==> src/rtl/core/esfr_pkg.sv <==
`timescale 1ns / 1ps
`default_nettype none

package esfr_pkg;

  localparam logic [7:0] SOF_BYTE  = 8'h01;
  localparam logic [7:0] ESC_BYTE  = 8'h02;
  localparam logic [7:0] EOF_BYTE  = 8'h03;
  localparam logic [7:0] ESC_MASK  = 8'h10;
  localparam logic [2:0] HDR_LEN   = 3'd4;
  localparam logic [2:0] MIN_FRAME = 3'd5;
  localparam logic [2:0] MAX_FRAME = 3'd6;
  localparam logic [7:0] CMD_RESET = 8'h11;
  localparam logic [7:0] CMD_ERASE = 8'h12;

  typedef enum logic [1:0] {
    ACT_RESET = 2'd0,
    ACT_ERASE = 2'd1,
    ACT_OTHER = 2'd2
  } action_t;

  // one decoded frame result
  typedef struct packed {
    logic       valid;
    logic [7:0] command_code;
    action_t    action;
  } result_t;

  function automatic action_t classify(input logic [7:0] cmd);
    action_t a;
    case (cmd)
      CMD_RESET: a = ACT_RESET;
      CMD_ERASE: a = ACT_ERASE;
      default:   a = ACT_OTHER;
    endcase
    return a;
  endfunction

endpackage

`default_nettype wire

==> src/rtl/core/esfr_deframer.sv <==
`timescale 1ns / 1ps
`default_nettype none

module esfr_deframer (
  input  wire                    clk,
  input  wire                    rst,
  input  wire                    fire,
  input  wire [7:0]              rx_byte,
  output esfr_pkg::result_t      result
);

  logic       frame_idle, frame_idle_next;
  logic [2:0] byte_count, byte_count_next;
  logic [7:0] running_xor, running_xor_next;
  logic       escape_pending, escape_pending_next;
  logic [7:0] header_store [4];
  logic       hdr_we;
  logic [7:0] decoded;
  logic [7:0] payload_len;
  logic       frame_ok;

  assign decoded     = escape_pending ? (rx_byte ^ esfr_pkg::ESC_MASK) : rx_byte;
  assign payload_len = {5'd0, byte_count} - {5'd0, esfr_pkg::MIN_FRAME};

  assign frame_ok = !escape_pending
                 && (byte_count >= esfr_pkg::MIN_FRAME)
                 && (running_xor == 8'd0)
                 && (header_store[0] == 8'd0)
                 && (header_store[2] == 8'd0)
                 && (header_store[3] == payload_len);

  always_comb begin
    frame_idle_next     = frame_idle;
    byte_count_next     = byte_count;
    running_xor_next    = running_xor;
    escape_pending_next = escape_pending;
    hdr_we              = 1'b0;
    result.valid        = 1'b0;
    result.command_code = header_store[1];
    result.action       = esfr_pkg::classify(header_store[1]);
    if (rx_byte == esfr_pkg::SOF_BYTE) begin
      frame_idle_next     = 1'b0;
      byte_count_next     = 3'd0;
      running_xor_next    = 8'd0;
      escape_pending_next = 1'b0;
    end else if (!frame_idle) begin
      if (rx_byte == esfr_pkg::EOF_BYTE) begin
        result.valid        = frame_ok;
        frame_idle_next     = 1'b1;
        escape_pending_next = 1'b0;
      end else if (rx_byte == esfr_pkg::ESC_BYTE) begin
        escape_pending_next = 1'b1;
      end else begin
        escape_pending_next = 1'b0;
        if (byte_count >= esfr_pkg::MAX_FRAME) begin
          // frame too long, drop it
          frame_idle_next = 1'b1;
        end else begin
          hdr_we           = (byte_count < esfr_pkg::HDR_LEN);
          running_xor_next = running_xor ^ decoded;
          byte_count_next  = byte_count + 3'd1;
        end
      end
    end
    if (!fire) begin
      result.valid = 1'b0;
    end
  end

  always_ff @(posedge clk) begin
    if (rst) begin
      frame_idle     <= 1'b1;
      byte_count     <= 3'd0;
      running_xor    <= 8'd0;
      escape_pending <= 1'b0;
    end else if (fire) begin
      frame_idle     <= frame_idle_next;
      byte_count     <= byte_count_next;
      running_xor    <= running_xor_next;
      escape_pending <= escape_pending_next;
    end
  end

  always_ff @(posedge clk) begin
    if (fire && hdr_we) begin
      header_store[byte_count[1:0]] <= decoded;
    end
  end

endmodule

`default_nettype wire

==> src/rtl/core/esfr_out_reg.sv <==
`timescale 1ns / 1ps
`default_nettype none

module esfr_out_reg (
  input  wire                    clk,
  input  wire                    rst,
  input  wire                    load,
  input  esfr_pkg::result_t      result,
  input  wire                    taken,
  output logic                   valid,
  output logic [7:0]             command_code,
  output esfr_pkg::action_t      action
);

  always_ff @(posedge clk) begin
    if (rst) begin
      valid <= 1'b0;
    end else if (load) begin
      valid <= result.valid;
    end else if (taken) begin
      valid <= 1'b0;
    end
  end

  always_ff @(posedge clk) begin
    if (load && result.valid) begin
      command_code <= result.command_code;
      action       <= result.action;
    end
  end

endmodule

`default_nettype wire

==> src/rtl/core/escaped_serial_frame_receiver.sv <==
`timescale 1ns / 1ps
`default_nettype none

// channel   dir  tdata                 tuser        tlast
// s_axis    in   [7:0] rx_byte         -            -
// m_axis    out  [7:0] command_code    [1:0] action -
//
// one word per cycle sustained while m_axis is not stalled: a received byte
// is registered in the input stage, then decoded against the frame state once
// the result slot is free, and the outcome is registered in the result register
// rst is synchronous and active high: no frame open, counters cleared
// a stalled m_axis holds one result; the input stage still takes one more word
// if it is empty, and then s_axis_tready drops until the result is taken

module escaped_serial_frame_receiver (
  input  wire        clk,
  input  wire        rst,
  input  wire        s_axis_tvalid,
  output logic       s_axis_tready,
  input  wire  [7:0] s_axis_tdata,   // [7:0] rx_byte
  output logic       m_axis_tvalid,
  input  wire        m_axis_tready,
  output logic [7:0] m_axis_tdata,   // [7:0] command_code
  output logic [1:0] m_axis_tuser    // [1:0] action
);

  // input stage
  logic       stg_valid;
  logic [7:0] stg_byte;
  logic       proc_fire;

  esfr_pkg::result_t result;
  esfr_pkg::action_t out_action;

  // decode advances whenever a word is staged and the result slot is free or draining
  assign proc_fire     = stg_valid && (!m_axis_tvalid || m_axis_tready);
  assign s_axis_tready = !stg_valid || proc_fire;

  always_ff @(posedge clk) begin
    if (rst) begin
      stg_valid <= 1'b0;
    end else if (s_axis_tready) begin
      stg_valid <= s_axis_tvalid;
    end
  end

  always_ff @(posedge clk) begin
    if (s_axis_tvalid && s_axis_tready) begin
      stg_byte <= s_axis_tdata;
    end
  end

  // frame state machine and header capture
  esfr_deframer u_deframer (
    .clk     (clk),
    .rst     (rst),
    .fire    (proc_fire),
    .rx_byte (stg_byte),
    .result  (result)
  );

  // result register
  esfr_out_reg u_out_reg (
    .clk          (clk),
    .rst          (rst),
    .load         (proc_fire),
    .result       (result),
    .taken        (m_axis_tready),
    .valid        (m_axis_tvalid),
    .command_code (m_axis_tdata),
    .action       (out_action)
  );

  assign m_axis_tuser = out_action;

`ifndef SYNTHESIS
  // a new result only appears after a decode step
  assert property (@(posedge clk) disable iff (rst)
    $rose(m_axis_tvalid) |-> $past(proc_fire))
    else $error("result appeared without a decode step");

  // reset and erase action classes agree with the command byte
  assert property (@(posedge clk) disable iff (rst)
    (m_axis_tvalid && m_axis_tuser == esfr_pkg::ACT_RESET)
      |-> (m_axis_tdata == esfr_pkg::CMD_RESET))
    else $error("reset action with wrong command");

  assert property (@(posedge clk) disable iff (rst)
    (m_axis_tvalid && m_axis_tuser == esfr_pkg::ACT_ERASE)
      |-> (m_axis_tdata == esfr_pkg::CMD_ERASE))
    else $error("erase action with wrong command");

  // a staged word that cannot advance is kept
  assert property (@(posedge clk) disable iff (rst)
    (stg_valid && !proc_fire) |=> (stg_valid && $stable(stg_byte)))
    else $error("staged word lost");
`endif

endmodule

`default_nettype wire
==> config.mk <==
export PLATFORM = sky130hd
export DESIGN_NAME = escaped_serial_frame_receiver
export DESIGN_NICKNAME = d
export VERILOG_FILES = /design/src/rtl/core/esfr_pkg.sv /design/src/rtl/core/esfr_deframer.sv /design/src/rtl/core/esfr_out_reg.sv /design/src/rtl/core/escaped_serial_frame_receiver.sv
export SDC_FILE = /design/constraint.sdc
export NUM_CORES = 1
export LEC_CHECK = 0
export BUFFER_PORTS_ARGS = -buffer_cell sky130_fd_sc_hd__buf_2
export CORE_ASPECT_RATIO = 1.1
export CORE_MARGIN = 4
export CORE_UTILIZATION = 45
export DETAILED_ROUTE_END_ITERATION = 7
export GPL_TIMING_DRIVEN = 0
export PLACE_DENSITY = 0.62
export SYNTH_ARGS = -nofsm -noshare
export SYNTH_HDL_FRONTEND = slang
export SYNTH_SLANG_ARGS = --single-unit
==> constraint.sdc <==
create_clock -name clk -period 3.25 [get_ports clk]
set_clock_uncertainty 0.15 [all_clocks]
set_input_delay 0.325 -clock clk [delete_from_list [all_inputs] [get_ports clk]]
set_output_delay 0.325 -clock clk [all_outputs]
set_load 0.005 [all_outputs]
# Word level (Yosys, flattened, before mapping)
# Memory sizes are Yosys's and may differ from the RTL's.
# Index checks and enable logic that the tools add are counted.
# totals
ff_bits,33
latchBits,0
ramBits,32
romBits,0
input_bits,12
out_inout_bits,12
elab_cells,81
memories,1
# memory_table
name,depth,word_bits,rd,rd_ports_with_merged_regs,wr,line_no,text
u_deframer.header_store,4,8,4,0,1,esfr_deframer.sv:16,logic [7:0] header_store [4];
# classes
n_addsub,2
multipliers,0
n_div,0
order_cmp,3
eq_ne,10
n_shift,0
mux,34
bitwise_logic,2
reduce_logical,20
# ops
operator,count
$mux 8,5
$logic_not 8->1,3
$mux 1,22
$eq 8x2->1 const B,2
$eq 8x5->1 const B,2
$mux 3,5
$logic_and 1x1->1,9
$eq 8x1->1 const B,1
$eq 8x8->1,1
$xor 8x8->8,1
$ge 3x3->1 const B,2
$ne 2x1->1 const B,3
$mux 5,1
$reduce_and 5->1,1
$pmux 2 s2,1
$sub 3x3->4 const B,1
$add 3x1->3 const B,1
$logic_not 1->1,3
$lt 3x3->1 const B,1
$logic_or 1x1->1,2
$ne 2x2->1 const B,1
$reduce_and 2->1,1
$reduce_bool 2->1,1
$not 1->1,1

# Logic depth before layout (Yosys ltp)
# Gate-level depths: netlist (run 1).
# depth
word_depth,11
depth_mapped,9
depth_no_buf,9

# Modules after synthesis
# A second synthesis (run 1) with hierarchy kept.
# unflattened
hier_cells,193
area_unflattened_um2,2647.5
# by_module_without_submodules
mod,instances,cells_each,area_each_um2,seq_area_each_um2
esfr_deframer,1,163,1993.2,1221.2
esfr_out_reg,1,15,341.6,320.3
escaped_serial_frame_receiver,1,15,312.8,260.2

# Worst setup path after synthesis (run 1)
# Ideal clock, no wire load.
# synth_timing
kind,reg2reg
from,reg u_deframer.byte_count[0]
to,reg u_out_reg.action[0] (enable)
setup_time_ns,0.348
arrival_ns,1.793
required_ns,2.752
slack_ns,0.959
path_stages_with_launch,8
path_buffers,0
synth_period_minus_slack_ns,2.291
cell_sequence,dfxtp_1 > inv_1 > ha_1 > inv_1 > ha_1 > xor2_1 > nor4_1 > and4b_1
# synth_between
elab_chain_len,11
elab_cells_between_ends,13
cone_classes,add/sub (1); order compare (1); eq/ne (1); mux (4); reduce/logical (6)
# synth_rtl
element,line_no,text
"start, declared",esfr_deframer.sv:13,"logic [2:0] byte_count, byte_count_next;"
"start signal, assigned",esfr_deframer.sv:78,byte_count <= byte_count_next;
"parallel branches: the longest is 5 deep, another holds $sub 3x3->4",n/a,
$logic_and 1x1->1 *,esfr_deframer.sv:30,&& (header_store[3] == payload_len);
$mux 1 *,esfr_deframer.sv:47,if (rx_byte == esfr_pkg::EOF_BYTE) begin
$mux 1 *,esfr_deframer.sv:46,end else if (!frame_idle) begin
$mux 1 *,esfr_deframer.sv:41,if (rx_byte == esfr_pkg::SOF_BYTE) begin
$mux 1 *,esfr_deframer.sv:65,if (!fire) begin
$logic_and 1x1->1 *,esfr_out_reg.sv:26,if (load && result.valid) begin
"end signal, assigned",esfr_out_reg.sv:28,action <= result.action;
"end, declared",esfr_out_reg.sv:12,output esfr_pkg::action_t action
# Every way passes the cells marked *.
# A chain may end at the register's enable or synchronous reset.

# Worst setup path in the final report (run 1)
# layout_timing
from,reg u_deframer.byte_count[1]
to,reg u_out_reg.action[1] (enable)
# Same word-level chain as after synthesis.

==> results of run 1 <==
==> cell type report <==
cell class,instances,area [µm²]
fillers,437,2360
flip-flops and latches,65,1800
multi-input cells,108,724
repair buffers,29,180
clock buffers,10,128
clock inverters,6,115
well taps,75,93.8
plain buffers,3,18.8
inverters,3,11.3
==> metal layers <==
| layer | vias up | share of wire (%) |
|---|---|---|
| met2 | 64 | 51 |
| li1 | 758 | - |
| met5 | - | 0 |
| met4 | 0 | 2.5 |
| met3 | 14 | 6.0 |
| met1 | 772 | 40 |
==> layout by cell type, fill, tap and decap left out, types with 4 or more instances in the layout <==
cell type / instances
sky130_fd_sc_hd__a21oi_1: 6
sky130_fd_sc_hd__nor2_1: 13
sky130_fd_sc_hd__nand4_1: 6
sky130_fd_sc_hd__and2_1: 6
sky130_fd_sc_hd__edfxtp_1: 50
sky130_fd_sc_hd__xor2_1: 10
sky130_fd_sc_hd__ha_1: 6
sky130_fd_sc_hd__o211ai_1: 4
sky130_fd_sc_hd__nand2_1: 13
sky130_fd_sc_hd__nor4_1: 9
sky130_fd_sc_hd__dlygate4sd3_1: 7
sky130_fd_sc_hd__nand3_1: 8
sky130_fd_sc_hd__clkbuf_8: 9
sky130_fd_sc_hd__dfxtp_1: 15
sky130_fd_sc_hd__buf_2: 22
==> worst reg2reg max path: stages (launching register included) <==
cell and delay, ns:
sky130_fd_sc_hd__dfxtp_1 0.52, sky130_fd_sc_hd__inv_1 0.14, sky130_fd_sc_hd__ha_1 0.20, sky130_fd_sc_hd__inv_1 0.06, sky130_fd_sc_hd__ha_1 0.23, sky130_fd_sc_hd__xor2_1 0.16, sky130_fd_sc_hd__nor4_1 0.30, sky130_fd_sc_hd__and4b_1 0.60
==> cell families (layout without fill, tap and decap cells) <==
| family | after synthesis | after routing | synth area share [%] |
|---|---|---|---|
| simple gates | 69 | 69 | 15.1 |
| flops | 65 | 65 | 70.5 |
| compound gates | 21 | 21 | 6.22 |
| xor+xnor | 12 | 12 | 4.11 |
| fa+ha+maj | 6 | 6 | 2.94 |
| buf+inv | 6 | 51 | 1.17 |
==> final timing paths <==
path | start | end | slack (ns)
max | u_deframer.byte_count[1] | u_out_reg.action[1] | 0.53
min | s_axis_tdata[1] | stg_byte[1] | 0.02
max reg2reg | u_deframer.byte_count[1] | u_out_reg.action[1] | 0.53
min reg2reg | u_deframer.header_store[1][4] | u_out_reg.command_code[4] | 0.29
==> registers in the layout, summed over array words and instances, names as in the netlist <==
signal and flops:
u_deframer.byte_count 3, u_out_reg.valid 1, u_deframer.header_store 32, u_out_reg.action 2, u_deframer.escape_pending 1, stg_valid 1
u_deframer.frame_idle 1, stg_byte 8, u_deframer.running_xor 8, u_out_reg.command_code 8
==> stage by stage <==
stage | hold WS (ns) | area [µm²] | util (%)
after floorplan | 0.268 | 2560 | -
after global placement | 0.273 | 2760 | 50.8
after detailed placement | 0.287 | 2760 | 50.8
after CTS | 0.00401 | 3070 | 56.6
after global routing | 0.0182 | 3070 | 56.6
final | 0.0226 | 3070 | 56.6
==> what timing repair did <==
action,4_1_cts,5_1_grt
hold buffers,7,0
setup endpoints to repair,0,0
endpoints found under the hold margin,7,0
==> where the power goes <==
group / switching, mW / total, mW / leakage, nW / internal [mW]
registers: 0.0225 / 0.927 / 0.576 / 0.905
logic: 0.0184 / 0.0342 / 0.363 / 0.0158
clock network: 0.314 / 0.828 / 0.117 / 0.513
==> metrics.sh, run 1 <==
SYNTHCELLS=179
POWER_PER_CELL_AREA_nW_PER_UM2=582
LEAST_MARGIN_PIN_SLEW_NS=0.545
FP.DIEH_UM=87.0
GLOBAL_ROUTE.USAGE.MET3_PCT=4.55
CRITICAL_PATH_CELL_BY_CELL='inv_1 -> ha_1 -> inv_1 -> ha_1 -> xor2_1 -> nor4_1 -> and4b_1'
MAX_CAP_VIOLATIONS=0
DETAILEDROUTE.FIRSTPASSITERATIONCOUNT=4
FINISH.CELL_COUNT_WITHOUT_FILLERS=299
SYNTH_ENABLE_FLOP_CELLS=50
FINAL-HOLD-VIOLATION-COUNT=0
SYNTH.LIB_CELLS_USED.DISTINCT=35
GLOBALROUTE.TOTALOVERFLOW=0
CORE-AREA_UM2=5430
VIASPERCELL=5.38
PLACER_CONGESTION_ESTIMATE=0.834
SETUP_VIOLATIONS=0
FINAL_ROUTED_DRC_VIOLATION_TOTAL=0
PERIOD_SHARE_PCT=83.8
BUFFER_PORTS.INSERTED=22
NUMCTSBUFFERS=9
GRT_UTIL_MET1_PCT=18.0
NUMBER_OF_ANTENNA_VIOLATING_NETS_IN_THE_ROUTED_DESIGN=0
YS_FF_LATCH=65
ROW_COUNT=28
CLKSINKCOUNT=65
CLK_PATH_BUF_DEPTH=2
POST_CTS.RESIZED_INSTANCES=0
ANTENNA_CELLS=0
GRTUSAGETOTAL_PCT=15.1
FINAL_NETS=237
DETAILROUTE.VIA_COUNT=1608
CP_DATA_REQUIRED_TIME_NS=3.07
PLACE_WS_NS=0.529
DRTITER0DRC=111
CTSROOTBUFFERMASTER='sky130_fd_sc_hd__clkbuf_8'
YOSYSTOPAREACELL='sky130_fd_sc_hd__edfxtp_1'
RUN_STATUS='finished, final reports clean'
SYNTHDOMINANTCELLAREASHARE_PCT=58.7
DIE_AREA_UM2=6950
CRITICAL_PATH_CAPTURE_POINT_TYPE='register'
CTS_SETUP_BUFFERS=0
TOTALNEGATIVESETUPSLACK_NS=0
FIRST_GLOBAL_VIAS=1530
DP.FINAL_HPWL_MM=3.24
CLOCK_INSERTION_DELAY_WORST_SKEW_NS=0.34
GRT_ANTENNA_BEFORE_REPAIR=0
GRT_MAX_DEGREE=13
MAX_SLEW_MARGIN_PCT=63.5
USE_MET2_PCT=25.1
SYNTH_FF_TYPE='sky130_fd_sc_hd__edfxtp_1'
GRT_PASS1_WL_MM=7.56
WORST_HOLD_PATH.NUM_CELLS=1
POST_LAYOUT_MINIMUM_CYCLE_TIME_NS=2.72
FMAX_MHz=367
ARRIVAL_NS=2.55
SYNTH-SEQ-AREA-SHARE_PCT=70.5
CP_SLOWEST_CELL='sky130_fd_sc_hd__and4b_1'
FLOW.AREA_GROWTH_FROM_SYNTHESIS_PCT=20.2
PLACE.DETAILED.INSTANCES=276
WARNINGS_SYNTHESIS=0
CTS_MAX_LEVEL=3
WORST_REG_TO_REG_PATH_CELL_COUNT=7
IOS=24
SLEW_VIOLATIONS=0
DRT-TOTAL-WL_MM=4.83
TIMING.CRITICAL_PATH.FANOUT_MAX=11
INITIAL_CORE_UTILIZATION_PCT=47.1
SYNTH.CELLS.MOST_FREQUENT='sky130_fd_sc_hd__edfxtp_1, sky130_fd_sc_hd__dfxtp_1, sky130_fd_sc_hd__nand2_1, sky130_fd_sc_hd__nor2_1, sky130_fd_sc_hd__xor2_1'
REPORT.POWER.TOTAL_mW=1.79
POST_DRT_WL_PER_CELL_UM=16.2
GRT_SETUP_UNREPAIRED='no'
CLK_PIN_SLEW_WORST_PATHS_NS=0.07
WORST-PATH-BUF-INV=2
SYN-CELL-AREA_UM2=2560
SYNTHESIS.NETS=197
P_LEAK_nW=1.06
PATH_DELAY_FAMILY='simple AND/OR/NAND/NOR gates'
YOSYSMOSTFREQUENTCELL='sky130_fd_sc_hd__edfxtp_1'
CLOCK_TREE_FROM_TRITONCTS='built'
BUSIEST_LAYER='met2'
IR_WORST_VDD_V=0.000365
MEAN_INSTANCE_SIZE_IN_THE_SYNTHESIZED_NETLIST_UM2=14.3
CRITICAL-PATH-MAX-STAGE-DELAY_NS=0.60
CRIT_TYPE='register to register'
ASYNC_FLOP_SHARE_PCT=0
CRIT_PATH_START_KIND='register'
HP-CLASS='primary input to register'
CP.DEPTH=7
TIMING.FINAL.WS_SETUP_NS=0.526
SYNTH_AREA_LEADERS='sky130_fd_sc_hd__edfxtp_1, sky130_fd_sc_hd__dfxtp_1, sky130_fd_sc_hd__xor2_1, sky130_fd_sc_hd__ha_1, sky130_fd_sc_hd__nor4_1'
FLOORPLAN.DIE.WIDTH_UM=79.9
LAYOUT_CELLS_SIZED_ABOVE_1_PCT=20.1
(Power assumes the default switching activity.)
==> inputs of run 2 (changes only) <==
==> constraint.sdc (replaced) <==
create_clock -name clk -period 2.85 [get_ports clk]
set_clock_uncertainty 0.15 [all_clocks]
set_input_delay 0.285 -clock clk [delete_from_list [all_inputs] [get_ports clk]]
set_output_delay 0.285 -clock clk [all_outputs]
set_load 0.005 [all_outputs]
==> run 2 against run 1 <==
Effect of this change: global-route usage grew 0.088 points; non-clock buffer count grew 1; power grew 14%; first-iteration DRC count shrank 6.3%; critical path type unchanged; highest routed layer unchanged.
==> metrics.sh, run 2 (synthesis results as in run 1) <==
FINAL_ROUTED_DRC_VIOLATION_TOTAL=0  # unchanged
FP.DIEH_UM=87.0  # unchanged
CRIT_PATH_START='u_deframer.byte_count[0]'
CTSROOTBUFFERMASTER='sky130_fd_sc_hd__clkbuf_8'
CTS_SETUP_BUFFERS=0  # unchanged
NUMBER_OF_ANTENNA_VIOLATING_NETS_IN_THE_ROUTED_DESIGN=0  # unchanged
AREA_TAKEN_BY_MULTI_INPUT_LOGIC_GATES_UM2=724  # unchanged
GRT_MAX_DEGREE=13  # unchanged
DETAILROUTE.VIA_COUNT=1585  # -1.4%
DP.FINAL_HPWL_MM=3.24  # unchanged
NUMCTSBUFFERS=9  # unchanged
FIRST_GLOBAL_VIAS=1535  # +0.33%
FINISH.CELL_COUNT_WITHOUT_FILLERS=300  # +0.33%
CLK_PIN_SLEW_WORST_PATHS_NS=0.07  # about the same
R2R_SETUP_SLACK_NS=0.14  # -0.39 ns
INITIAL_CORE_UTILIZATION_PCT=47.1  # unchanged
CRIT-REG2REG-CAPTURE='u_out_reg.action[1]'
BUFFER_PORTS.INSERTED=22  # unchanged
LARGEST_REGISTER_FFS=32  # unchanged
DRT-TOTAL-WL_MM=4.83  # -0.14%
FLOW.AREA_GROWTH_FROM_SYNTHESIS_PCT=20.6
MAX_SLEW_MARGIN_PCT=63.8  # +0.23 points
PLACE.DETAILED.INSTANCES=276  # unchanged
ANTENNA_CELLS=0  # unchanged
CORE-AREA_UM2=5430  # unchanged
GRT_SETUP_UNREPAIRED='no'
CTS_MAX_LEVEL=3  # unchanged
POST_LAYOUT_MINIMUM_CYCLE_TIME_NS=2.71  # -0.00937 ns
PLACER_CONGESTION_ESTIMATE=0.834  # unchanged
DIE_AREA_UM2=6950  # unchanged
GRTUSAGETOTAL_PCT=15.2  # +0.088 points
CP-ENDPOINT='u_out_reg.action[1]'
IOS=24  # unchanged
DETAILEDROUTE.FIRSTPASSITERATIONCOUNT=4  # unchanged
CRITICAL_PATH_CAPTURE_POINT_TYPE='register'
CLK_PATH_BUF_DEPTH=2  # unchanged
CLKSINKCOUNT=65  # unchanged
CP_DATA_REQUIRED_TIME_NS=2.67  # -0.40 ns
FINAL-HOLD-VIOLATION-COUNT=0  # unchanged
GRT_PASS1_WL_MM=7.60  # +0.54%
CLOCK_TREE_FROM_TRITONCTS='built'
POWER_PER_CELL_AREA_nW_PER_UM2=662  # +14%
MAX_CAP_VIOLATIONS=0  # unchanged
GRT_ANTENNA_BEFORE_REPAIR=0  # unchanged
SLEW_VIOLATIONS=0  # unchanged
CRIT_PATH_START_KIND='register'
RUN_STATUS='finished, final reports clean'
SETUP_VIOLATIONS=0  # unchanged
LEAST_MARGIN_PIN_SLEW_NS=0.543  # -0.00195 ns
FINAL_NETS=238  # +0.42%
REGAREA_UM2=1800  # unchanged
VIASPERCELL=5.28  # -1.8%
PERIOD_SHARE_PCT=95.2  # +11 points
WORSTREG2REGSTART='u_deframer.byte_count[0]'
FLOORPLAN.DIE.WIDTH_UM=79.9  # unchanged
P_LEAK_nW=1.06  # +0.39%
ROW_COUNT=28  # unchanged
HP-CLASS='primary input to register'
IR_WORST_VDD_V=0.000416  # +14%
WORST_REG_TO_REG_PATH_CELL_COUNT=7  # unchanged
ARRIVAL_NS=2.54  # about the same
TIMING.CRITICAL_PATH.FANOUT_MAX=11  # unchanged
NFILLCELLS=436  # -0.23%
POST_DRT_WL_PER_CELL_UM=16.1  # -0.48%
LAYOUT_CELLS_SIZED_ABOVE_1_PCT=20.0  # -0.089 points
TOTALNEGATIVESETUPSLACK_NS=0  # unchanged
CRIT_TYPE='register to register'
LAYOUT_COMMONEST_CELL='sky130_fd_sc_hd__edfxtp_1'
DRTITER0DRC=104  # -6.3%
FINAL_CELL_MIX='sky130_fd_sc_hd__edfxtp_1, sky130_fd_sc_hd__buf_2, sky130_fd_sc_hd__dfxtp_1, sky130_fd_sc_hd__nand2_1, sky130_fd_sc_hd__nor2_1'
GLOBALROUTE.TOTALOVERFLOW=0  # unchanged
CLOCK_INSERTION_DELAY_WORST_SKEW_NS=0.34  # about the same
FMAX_MHz=368  # +0.35%
[run 2: cell count changes in the layout (fill, tap and decap cells not counted)]
cell                            delta
sky130_fd_sc_hd__dlygate4sd3_1     +1
[run 2: layout make-up]
class	count	area share, %
multi-input combinational	108	23.5
timing repair buffer	30	6.17
buffer	3	0.609
sequential	65	58.4
clock buffer	10	4.14
tap	75	3.04
clock inverter	6	3.73
inverter	3	0.365
[run 2: worst max-delay path: stages, from the launching register on]
cell	delay (ns)
sky130_fd_sc_hd__dfxtp_1	0.51
sky130_fd_sc_hd__inv_1	0.14
sky130_fd_sc_hd__ha_1	0.21
sky130_fd_sc_hd__inv_1	0.06
sky130_fd_sc_hd__ha_1	0.23
sky130_fd_sc_hd__xor2_1	0.16
sky130_fd_sc_hd__nor4_1	0.30
sky130_fd_sc_hd__and4b_1	0.60
[run 2: power breakdown]
| part | total (mW) | switching [mW] | internal [mW] |
|---|---|---|---|
| logic | 0.0402 | 0.0213 | 0.0189 |
| registers | 1.06 | 0.0255 | 1.03 |
| clock network | 0.943 | 0.357 | 0.586 |
| total | 2.04 | 0.404 | 1.64 |
[run 2: what timing repair did]
| item | CTS | global route |
|---|---|---|
| resized for setup | 0 | 0 |
| hold buffers | 8 | 0 |
| hold endpoints to repair | 8 | 0 |
[run 2: how the worst min path moves through the flow]
stage | startpoint | end | slack, ns | cells after the start
floorplan | s_axis_tdata[0] | stg_byte[0] | 0.23 | 0
global placement | u_deframer.header_store[1][4] | u_out_reg.command_code[4] | 0.27 | 0
detailed placement | u_deframer.header_store[1][4] | u_out_reg.command_code[4] | 0.29 | 0
CTS | s_axis_tvalid | stg_valid | 0.03 | 3
global route | s_axis_tvalid | stg_valid | 0.07 | 3
finish | s_axis_tvalid | stg_valid | 0.05 | 3
[run 2: per-stage QoR]
step                utilization, %  area (µm²)  worst slack, ns  total power [mW]  hold WS (ns)
floorplan                        -        2560            0.559              1.08         0.234
global placement              50.8        2760            0.220              1.11         0.273
detailed placement            50.8        2760            0.129              1.11         0.287
CTS                           56.8        3080            0.108              2.06        0.0270
global route                  56.8        3080           0.0237              2.11        0.0718
finish                        56.8        3080            0.135              2.04        0.0452
[run 2: routing by layer]
| metal | up-vias | global-route usage, % | share of wire, % |
|---|---|---|---|
| met5 | - | 0 | 0 |
| met1 | 761 | 18.1 | 40 |
| met2 | 55 | 25.3 | 53 |
| met4 | 0 | 7.22 | 1.8 |
| met3 | 9 | 4.55 | 5.4 |
| li1 | 760 | - | - |
